==> src/design/lbth_pkg.sv <==
`timescale 1ns / 1ps
// ----------------------------------------------------------------------------
// lbth_pkg
// Shared types, constants and index helpers of the letter pair/triple
// histogram.
// ----------------------------------------------------------------------------
package lbth_pkg;

	// counter width of both tables (8..64)
	localparam int unsigned COUNT_BITS = 32;
	localparam int unsigned OUT_BITS   = 32;

	localparam int unsigned ALPHA      = 26;
	localparam int unsigned PAIR_DEPTH = ALPHA * ALPHA;
	localparam int unsigned TRI_DEPTH  = ALPHA * ALPHA * ALPHA;
	localparam int unsigned PAIR_AW    = $clog2(PAIR_DEPTH);
	localparam int unsigned TRI_AW     = $clog2(TRI_DEPTH);
	localparam int unsigned LTR_W      = 5;

	localparam logic [7:0] CHAR_LO = 8'h61; // 'a'
	localparam logic [7:0] CHAR_HI = 8'h7A; // 'z'

	// result queue depth
	localparam int unsigned OUT_DEPTH = 3;
	localparam int unsigned OQ_PW     = $clog2(OUT_DEPTH);
	localparam int unsigned OQ_CW     = $clog2(OUT_DEPTH + 1);

	localparam logic [COUNT_BITS-1:0] COUNT_MAX = '1;

	typedef enum logic [1:0] {
		FN_BYTE    = 2'd0,
		FN_EOD     = 2'd1,
		FN_RD_PAIR = 2'd2,
		FN_RD_TRI  = 2'd3
	} func_t;

	// table request issued at acceptance
	typedef struct packed {
		logic               pair_inc;
		logic [PAIR_AW-1:0] pair_addr;
		logic               tri_inc;
		logic [TRI_AW-1:0]  tri_addr;
	} tbl_req_t;

	function automatic logic [PAIR_AW-1:0] pair_index(
		input logic [LTR_W-1:0] hi,
		input logic [LTR_W-1:0] lo
	);
		return PAIR_AW'(hi) * PAIR_AW'(ALPHA) + PAIR_AW'(lo);
	endfunction

	function automatic logic [TRI_AW-1:0] tri_index(
		input logic [LTR_W-1:0] hi,
		input logic [LTR_W-1:0] mid,
		input logic [LTR_W-1:0] lo
	);
		return TRI_AW'(pair_index(hi, mid)) * TRI_AW'(ALPHA) + TRI_AW'(lo);
	endfunction

	// clip a counter to the 32-bit result field
	function automatic logic [OUT_BITS-1:0] clip_out(input logic [COUNT_BITS-1:0] v);
		logic [COUNT_BITS+OUT_BITS-1:0] w;
		w = {{OUT_BITS{1'b0}}, v};
		if (w[COUNT_BITS+OUT_BITS-1:OUT_BITS] != '0)
			return '1;
		return w[OUT_BITS-1:0];
	endfunction

endpackage

==> src/design/lbth_outq.sv <==
`timescale 1ns / 1ps
// ----------------------------------------------------------------------------
// lbth_outq
// Small result queue in front of the output channel.
// ----------------------------------------------------------------------------
module lbth_outq
	import lbth_pkg::*;
(
	input  logic                clk,
	input  logic                arst_n,
	input  logic                push,
	input  logic [OUT_BITS-1:0] push_data,
	output logic [OQ_CW-1:0]    cnt,
	output logic                out_valid,
	input  logic                out_ready,
	output logic [OUT_BITS-1:0] count_value
);

	logic [OUT_BITS-1:0] mem_q [OUT_DEPTH];
	logic [OQ_PW-1:0]    wptr_q, rptr_q;
	logic [OQ_CW-1:0]    cnt_q;
	logic                pop;

	assign out_valid   = (cnt_q != '0);
	assign count_value = mem_q[rptr_q];
	assign pop         = out_valid && out_ready;
	assign cnt         = cnt_q;

	always_ff @(posedge clk or negedge arst_n) begin
		if (!arst_n) begin
			wptr_q <= '0;
			rptr_q <= '0;
			cnt_q  <= '0;
		end else begin
			if (push)
				wptr_q <= (wptr_q == OQ_PW'(OUT_DEPTH - 1)) ? '0 : wptr_q + 1'b1;
			if (pop)
				rptr_q <= (rptr_q == OQ_PW'(OUT_DEPTH - 1)) ? '0 : rptr_q + 1'b1;
			case ({push, pop})
				2'b10:   cnt_q <= cnt_q + 1'b1;
				2'b01:   cnt_q <= cnt_q - 1'b1;
				default: cnt_q <= cnt_q;
			endcase
		end
	end

	always_ff @(posedge clk) begin
		if (push)
			mem_q[wptr_q] <= push_data;
	end

	// credit check upstream must keep the queue from overflowing
	a_no_overflow: assert property (@(posedge clk) disable iff (!arst_n)
		push |-> (cnt_q < OQ_CW'(OUT_DEPTH)))
		else $error("result queue overflow");

endmodule

==> config.mk <==
export PLATFORM = sky130hd
export DESIGN_NAME = lbth_outq
export DESIGN_NICKNAME = d
export VERILOG_FILES = /design/src/design/lbth_pkg.sv /design/src/design/lbth_outq.sv
export SDC_FILE = /design/constraint.sdc
export NUM_CORES = 1
export LEC_CHECK = 0
export BUFFER_PORTS_ARGS = -buffer_cell sky130_fd_sc_hd__buf_2
export CAP_MARGIN = 20
export CORE_MARGIN = 5
export CORE_UTILIZATION = 49
export DETAILED_ROUTE_END_ITERATION = 8
export PLACE_DENSITY = 0.75
export SETUP_SLACK_MARGIN = 0.05
export SLEW_MARGIN = 0
export SYNTH_ARGS = -nofsm -noshare
export SYNTH_HDL_FRONTEND = slang
export SYNTH_SLANG_ARGS = --single-unit
export TNS_END_PERCENT = 50
==> constraint.sdc <==
create_clock -name clk -period 3.3 [get_ports clk]
set_input_delay 0.33 -clock clk [delete_from_list [all_inputs] [get_ports clk]]
set_output_delay 0.33 -clock clk [all_outputs]
set_load 0.02 [all_outputs]
# [Word level (Yosys, flattened, before mapping)]
# Memories as Yosys holds them, arrays and structs flattened.
# Cells that the tools add are included.
[op_classes] add_sub_neg=4 eq_ne=4 mux=5 n_reduce_logical=3
[ops] op="adder 2 x 1 -> 2 bit, second input constant" n=3
[ops] op="equality test 2 bit, second input constant" n=3
[ops] op="two-way mux 2 bit" n=2
[ops] op="case mux 2 bit (2 select lines)" n=1
[ops] op="nonzero test 2 bit" n=2
[ops] op="equality test 2 x 1 -> 1 bit, second input constant" n=1
[ops] op="two-way mux 1 bit" n=2
[ops] op="subtractor 2 x 1 -> 2 bit, second input constant" n=1
[ops] op="logical AND 1 bit" n=1
[word_totals] ff_bits=6 ram_bits=96 in_bits=36 output_inout_bits=35 wordCells=20 memories=1
[mem_list] memory="mem_q" words=3 width=32 read_ports=1 rd_ports_with_merged_regs=0 write_ports=1 line_no="lbth_outq.sv:19" text="logic [OUT_BITS-1:0] mem_q [OUT_DEPTH];"

# [Logic depth before layout (Yosys ltp)]
# Gate-level depths: netlist of run 1.
[logic_depth] ltp_word=4 depth_mapped=6 mapped_depth_nobuf=6

# [Least setup slack after synthesis of run 1]
# Ideal clock, no wire load.
[synth_path] kind="register to register" start="reg wptr_q[0]" end="mem mem_q[2][0], enable pin" setup_time_ns=0.468 arrival_ns=2.801 required_ns=2.832 path_slack_ns=0.031 path_stages_with_launch=2 path_buffers=0 period_less_slack_ns=3.269 cell_sequence="dfrtp_1 > nor3b_1"
[synth_rtl] element="start, declared" line_no="lbth_outq.sv:20" text="logic [OQ_PW-1:0] wptr_q, rptr_q;"
[synth_rtl] element="start signal, assigned" line_no="lbth_outq.sv:36" text="wptr_q <= (wptr_q == OQ_PW'(OUT_DEPTH - 1)) ? '0 : wptr_q + 1'b1;"
[synth_rtl] element="end, declared" line_no="lbth_outq.sv:19"
# No word-level cell before the write port.

# [Worst setup path in the final report of run 1]
[layout_path] start="reg rptr_q[0]" end="out count_value[17]"
[layout_via] elab_chain_len=1
[layout_rtl] element="start, declared" line_no="lbth_outq.sv:20"
[layout_rtl] element="start signal, assigned" line_no="lbth_outq.sv:38" text="rptr_q <= (rptr_q == OQ_PW'(OUT_DEPTH - 1)) ? '0 : rptr_q + 1'b1;"
[layout_rtl] element="memory read (3 x 32 bit)"
[layout_rtl] element="end, declared" line_no="lbth_outq.sv:16" text="output logic [OUT_BITS-1:0] count_value"
# Every way passes these cells.

==> results of run 1 <==
==> synth_stat cells (2+ instances only) <==
master / n / share of area
clkbuf_1: 3 / 0.0029
edfxtp_1: 96 / 0.74
nand2_1: 35 / 0.034
inv_2: 2 / 0.0019
dfrtp_1: 6 / 0.039
a21o_1: 3 / 0.0058
buf_12: 3 / 0.016
mux2i_1: 32 / 0.083
o21ai_1: 33 / 0.043
xnor2_1: 2 / 0.0045
buf_4: 2 / 0.0039
buf_2: 2 / 0.0026
nor2_1: 2 / 0.0019
==> layout make-up <==
class	instances	area (sq um)
clock buffers	10	128
clock inverters	5	106
fillers	594	3160
inverters	2	7.51
multi-input cells	114	747
flip-flops and latches	102	3040
well taps	102	128
repair buffers	77	418
==> power by group through the flow <==
stage / registers [mW] / logic, mW / clock network, mW
2_1_floorplan: 1.78 / 1.08 / 0
3_5_place_dp: 1.84 / 1.43 / 0
6_report: 1.81 / 1.40 / 0.887
4_1_cts: 1.81 / 1.43 / 0.913
5_1_grt: 1.84 / 1.53 / 0.972
3_3_place_gp: 1.83 / 1.41 / 0
==> through the flow <==
step | setup slack [ns] | cells | utilization | hold WS, ns
3_3_place_gp | 1.46 | 396 | 0.560 | 0.159
2_1_floorplan | 0.132 | 229 | - | 0.0344
4_1_cts | 1.12 | 412 | 0.591 | 0.152
5_1_grt | 1.06 | 412 | 0.591 | 0.151
3_5_place_dp | 1.43 | 396 | 0.560 | 0.161
6_report | 1.17 | 412 | 0.591 | 0.176
==> flip-flops by register name, summed over array words and instances (netlist names) <==
register	cells
mem_q	96
cnt	2
rptr_q	2
wptr_q	2
==> timing repair <==
action                                  4_1_cts  5_1_grt
hold buffers                                  1        0
gates resized for setup                       0        0
endpoints found under the setup margin        0        0
endpoints found under the hold margin         6        0
==> worst max-delay path by stage <==
stage                                 end  cells past startpoint
final                     count_value[17]                      4
after global routing      count_value[14]                      4
after CTS                 count_value[17]                      4
after detailed placement      mem_q[2][8]                      4
after global placement       mem_q[2][16]                      4
after floorplan               mem_q[0][0]                      1
==> cell families (layout without fill, tap and decap cells) <==
kind of cell	after synthesis	count (layout)	share of synthesized area
adders and majority gates	1	1	0.00323
DFF	102	102	0.783
muxes	32	32	0.0827
and+or+nand+nor	41	41	0.0433
xor gates and xnor gates	3	3	0.00679
buffers and inverters	13	94	0.0297
AOI/OAI and AO/OA	37	37	0.0507
==> metal layers <==
layer  vias to the layer above  GRT usage  part of all wire
met1                       979      0.159              0.41
met2                        62      0.233              0.51
met4                         0     0.0567            0.0076
met3                         4     0.0389             0.074
met5                         -          0                 0
li1                       1006          -                 -
==> reports/results.ini, run 1 <==
[power_and_ir_drop]
comb_power_share = 0.342
power.share.sequential = 0.441
power_density_mw_per_mm2 = 897
switching_share = 0.349
p_total_mw = 4.10
p_sw_mw = 1.43
intPower_mw = 2.67
irDropWorstVdd_v = 0.000468
clkPwrFrac = 0.216
p_leak_nw = 1.71

[critical_path]
crit_buf_inv = 2
start_kind = register
critical_path.top_delay_family = flip-flops
crit_path_start = rptr_q[0]
cp_data_arrival_time_ns = 1.80
critPathKind = reg -> out
required_ns = 2.97
timing.rr.end = mem_q[2][31]
cp-end-kind = output pin
cp_cell_sequence = buf_4 > mux2i_1 > o21ai_1 > buf_2
critPathSlowestCell = dfrtp_2
reg2reg_slack_ns = 1.50
worstPathMaxFanout = 13
cpPeakStageDelay_ns = 0.61
reg2reg_depth = 2
regToRegStartpoint = wptr_q[1]

[yosys]
ys_ff_latch = 102
synth_edf_count = 96
syn_area_per_cell_sq_um = 16.9
async_flop_share = 0.0588
syn_area_sq_mm = 0.00387
synthCells = 229
synthFlopType = edfxtp_1
ys_types = 21
yosysSeqAreaShare = 0.783
syn-num-nets = 266
ys_warn_count = 0

[run_status]
status = finished, final reports clean

[global_route]
first_global_vias = 2133
gr-usage-all-layers = 0.136
grt_overflow = 0
grt_max_degree = 34
grt_first_pass_wirelength_um = 10100
antenna_found_initial = 0

[cts]
root_buffer = clkbuf_8
cts_tree = done
numCtsBuffers = 9
clk_latency_ns = 0.35
clockBufferDepth = 2
cts.clk_slew.worst_paths_ns = 0.09
htree_num_levels = 3
clkSinkCount = 102
postCtsSetupBuffers = 0

[route]
vias = 2051
first_pass_iters = 4
viasPerCell = 4.98
post-route-drc-count = 0
ant_nets = 0
first_iter_violations = 39
drt-total-wl_um = 6340
route.detailed.wl_per_inst_um = 15.4

[timing]
rsz0062_at_grt = false
finClkSkew_ns = 0.00616
maxSlewViolCount = 0
period_share = 0.647
setup_viol_count_final = 0
fmax_mhz = 469
tightest_slew_ns = 1.01
finalSetupTns_ns = 0
relSlewSlack = 0.327
hold_viol_final = 0
layout_min_cycle_time_ns = 2.13

[job]
drv_cap = 0

[placed_design]
dp_hpwl_um = 4030
placed_cell_area_sq_mm = 0.00433
io_buffers = 70
globalplace.congestion = 0.762

[finish]
layout_common_cells = edfxtp_1 (96), buf_2 (70), nand2_1 (35)
drive_gt1_frac = 0.319
nets = 343
area_delta_synth_final_pct = 18.0
n_antenna_cell = 0
final_area_sq_mm = 0.00457
final_common_cell = edfxtp_1

[die]
die_h_um = 98.9
start_util = 0.501
coreArea_sq_mm = 0.00773
ios = 71
die-area_sq_mm = 0.00978
rows = 32
die_width_um = 98.9

[min_path]
whs_path_depth = 1
min_delay_worst_endpoint = mem_q[2][14]
min_path_type = in -> reg
hp-start = push_data[14]

Note: power is estimated with default switching activity, not from simulation.
==> run 2, diff against run 1 <==
Clock period 3.3 ns to 1.7 ns, I/O delays scaled along.
==> reports/results.ini, run 2 (synthesis gave the netlist of run 1 again) <==
[timing]
relSlewSlack = 0.822
setup_slack_ns = 0.0647
maxSlewViolCount = 0
hold_viol_final = 0
finalSetupTns_ns = 0
rsz0062_at_grt = true
tightest_slew_ns = 0.267
layout_min_cycle_time_ns = 1.64
setup_viol_count_final = 0
fmax_mhz = 612
period_share = 0.962
hold_ws_ns = 0.0331
finClkSkew_ns = 0.00722

[global_route]
first_global_vias = 2226
grt_max_degree = 37
grt_first_pass_wirelength_um = 10700
gr-usage-all-layers = 0.143
antenna_found_initial = 0
grt_overflow = 0

[die]
die-area_sq_mm = 0.00978
rows = 32
coreArea_sq_mm = 0.00773
ios = 71
start_util = 0.501
die_width_um = 98.9
die_h_um = 98.9

[route]
post-route-drc-count = 0
drt-total-wl_um = 6720
first_iter_violations = 52
vias = 2183
ant_nets = 0
first_pass_iters = 4
viasPerCell = 4.87
route.detailed.wl_per_inst_um = 15.0

[finish]
multi_input_area_sq_um = 753
fillers = 536
largest_register_ffs = 96
largest_register = mem_q
final_cells = 448
n_antenna_cell = 0
area_delta_synth_final_pct = 29.3
nets = 378
register_area_sq_mm = 0.00304
final_common_cell = edfxtp_1
utilization = 0.648
layout_common_cells = edfxtp_1 (96), buf_2 (51), nand2_1 (35)
final_area_sq_mm = 0.00501
drive_gt1_frac = 0.309

[cts]
clockBufferDepth = 2
clk_latency_ns = 0.36
htree_num_levels = 3
root_buffer = clkbuf_8
postCtsSetupBuffers = 0
numCtsBuffers = 9
cts.clk_slew.worst_paths_ns = 0.10
cts_tree = done
clkSinkCount = 102

[power_and_ir_drop]
p_leak_nw = 1.88
power_density_mw_per_mm2 = 1640
p_total_mw = 8.22
irDropWorstVdd_v = 0.000968

[placed_design]
placed_cell_area_sq_mm = 0.00441
globalplace.congestion = 0.705
dp_cells = 400
pre_cts_slack_ns = 0.252
dp_hpwl_um = 4040
io_buffers = 70

[critical_path]
start_kind = register
cp-end-kind = output pin
required_ns = 1.53
worstPathMaxFanout = 17
critPathKind = reg -> out
cp_data_arrival_time_ns = 1.47

[min_path]
min_path_type = in -> reg

[job]
drv_cap = 0

[run_status]
status = finished, final reports clean

==> run 2: changes by cell type in the layout (fill, tap and decap cells not counted), moves of 4 or more <==
| cell | delta |
|---|---|
| dlygate4sd3_1 | +31 |
| buf_4 | +17 |
| buf_2 | -19 |
| buf_12 | +4 |
==> run 2: path summary, 6_finish.rpt <==
kind / start / end / slack [ns] / depth (start not counted)
worst max-delay path: rptr_q[0] / count_value[21] / 0.06 / 4
worst min-delay path: push_data[3] / mem_q[1][3] / 0.03 / 1
worst max register to register: cnt[0] / cnt[1] / 0.24 / 6
worst min register to register: cnt[1] / cnt[1] / 0.55 / 1
max in group asynchronous: arst_n / wptr_q[0] / 1.39 / 2
min in group asynchronous: arst_n / cnt[1] / 0.15 / 2
==> run 2: routing by layer <==
layer | routed length [um] | global-route usage | vias up
met1 | 2740 | 0.168 | 1039
met3 | 338 | 0.0354 | 12
met4 | 135 | 0.0672 | 0
met5 | 0 | 0 | -
met2 | 3500 | 0.247 | 55
li1 | - | - | 1077
==> run 2: worst max-delay path, cell delays in order (launching register included) <==
cell and delay, ns:
dfrtp_2 0.45, buf_12 0.18, mux2i_1 0.12, o21ai_1 0.18, buf_4 0.18
==> run 2: final cells by class <==
cell class / count / area share
Timing Repair Buffer: 112 / 0.172
Sequential cell: 102 / 0.607
Inverter: 2 / 0.00150
Multi-Input combinational cell: 114 / 0.150
Clock inverter: 7 / 0.0187
Tap cell: 102 / 0.0255
Clock buffer: 9 / 0.0247
==> run 2: what timing repair did <==
action,4_1_cts,5_1_grt
pin swaps,0,2
hold buffers,32,0
endpoints found under the hold margin,98,0
resized for setup,2,19
setup endpoints to repair,6,29
==> run 2: where the power goes <==
| group | total (mW) | leakage [nW] | internal [mW] | switching [mW] |
|---|---|---|---|---|
| clock | 1.58 | 0.106 | 0.718 | 0.861 |
| sequential | 3.42 | 0.954 | 3.24 | 0.177 |
| combinational | 3.22 | 0.819 | 1.30 | 1.92 |
| total | 8.22 | 1.88 | 5.26 | 2.96 |
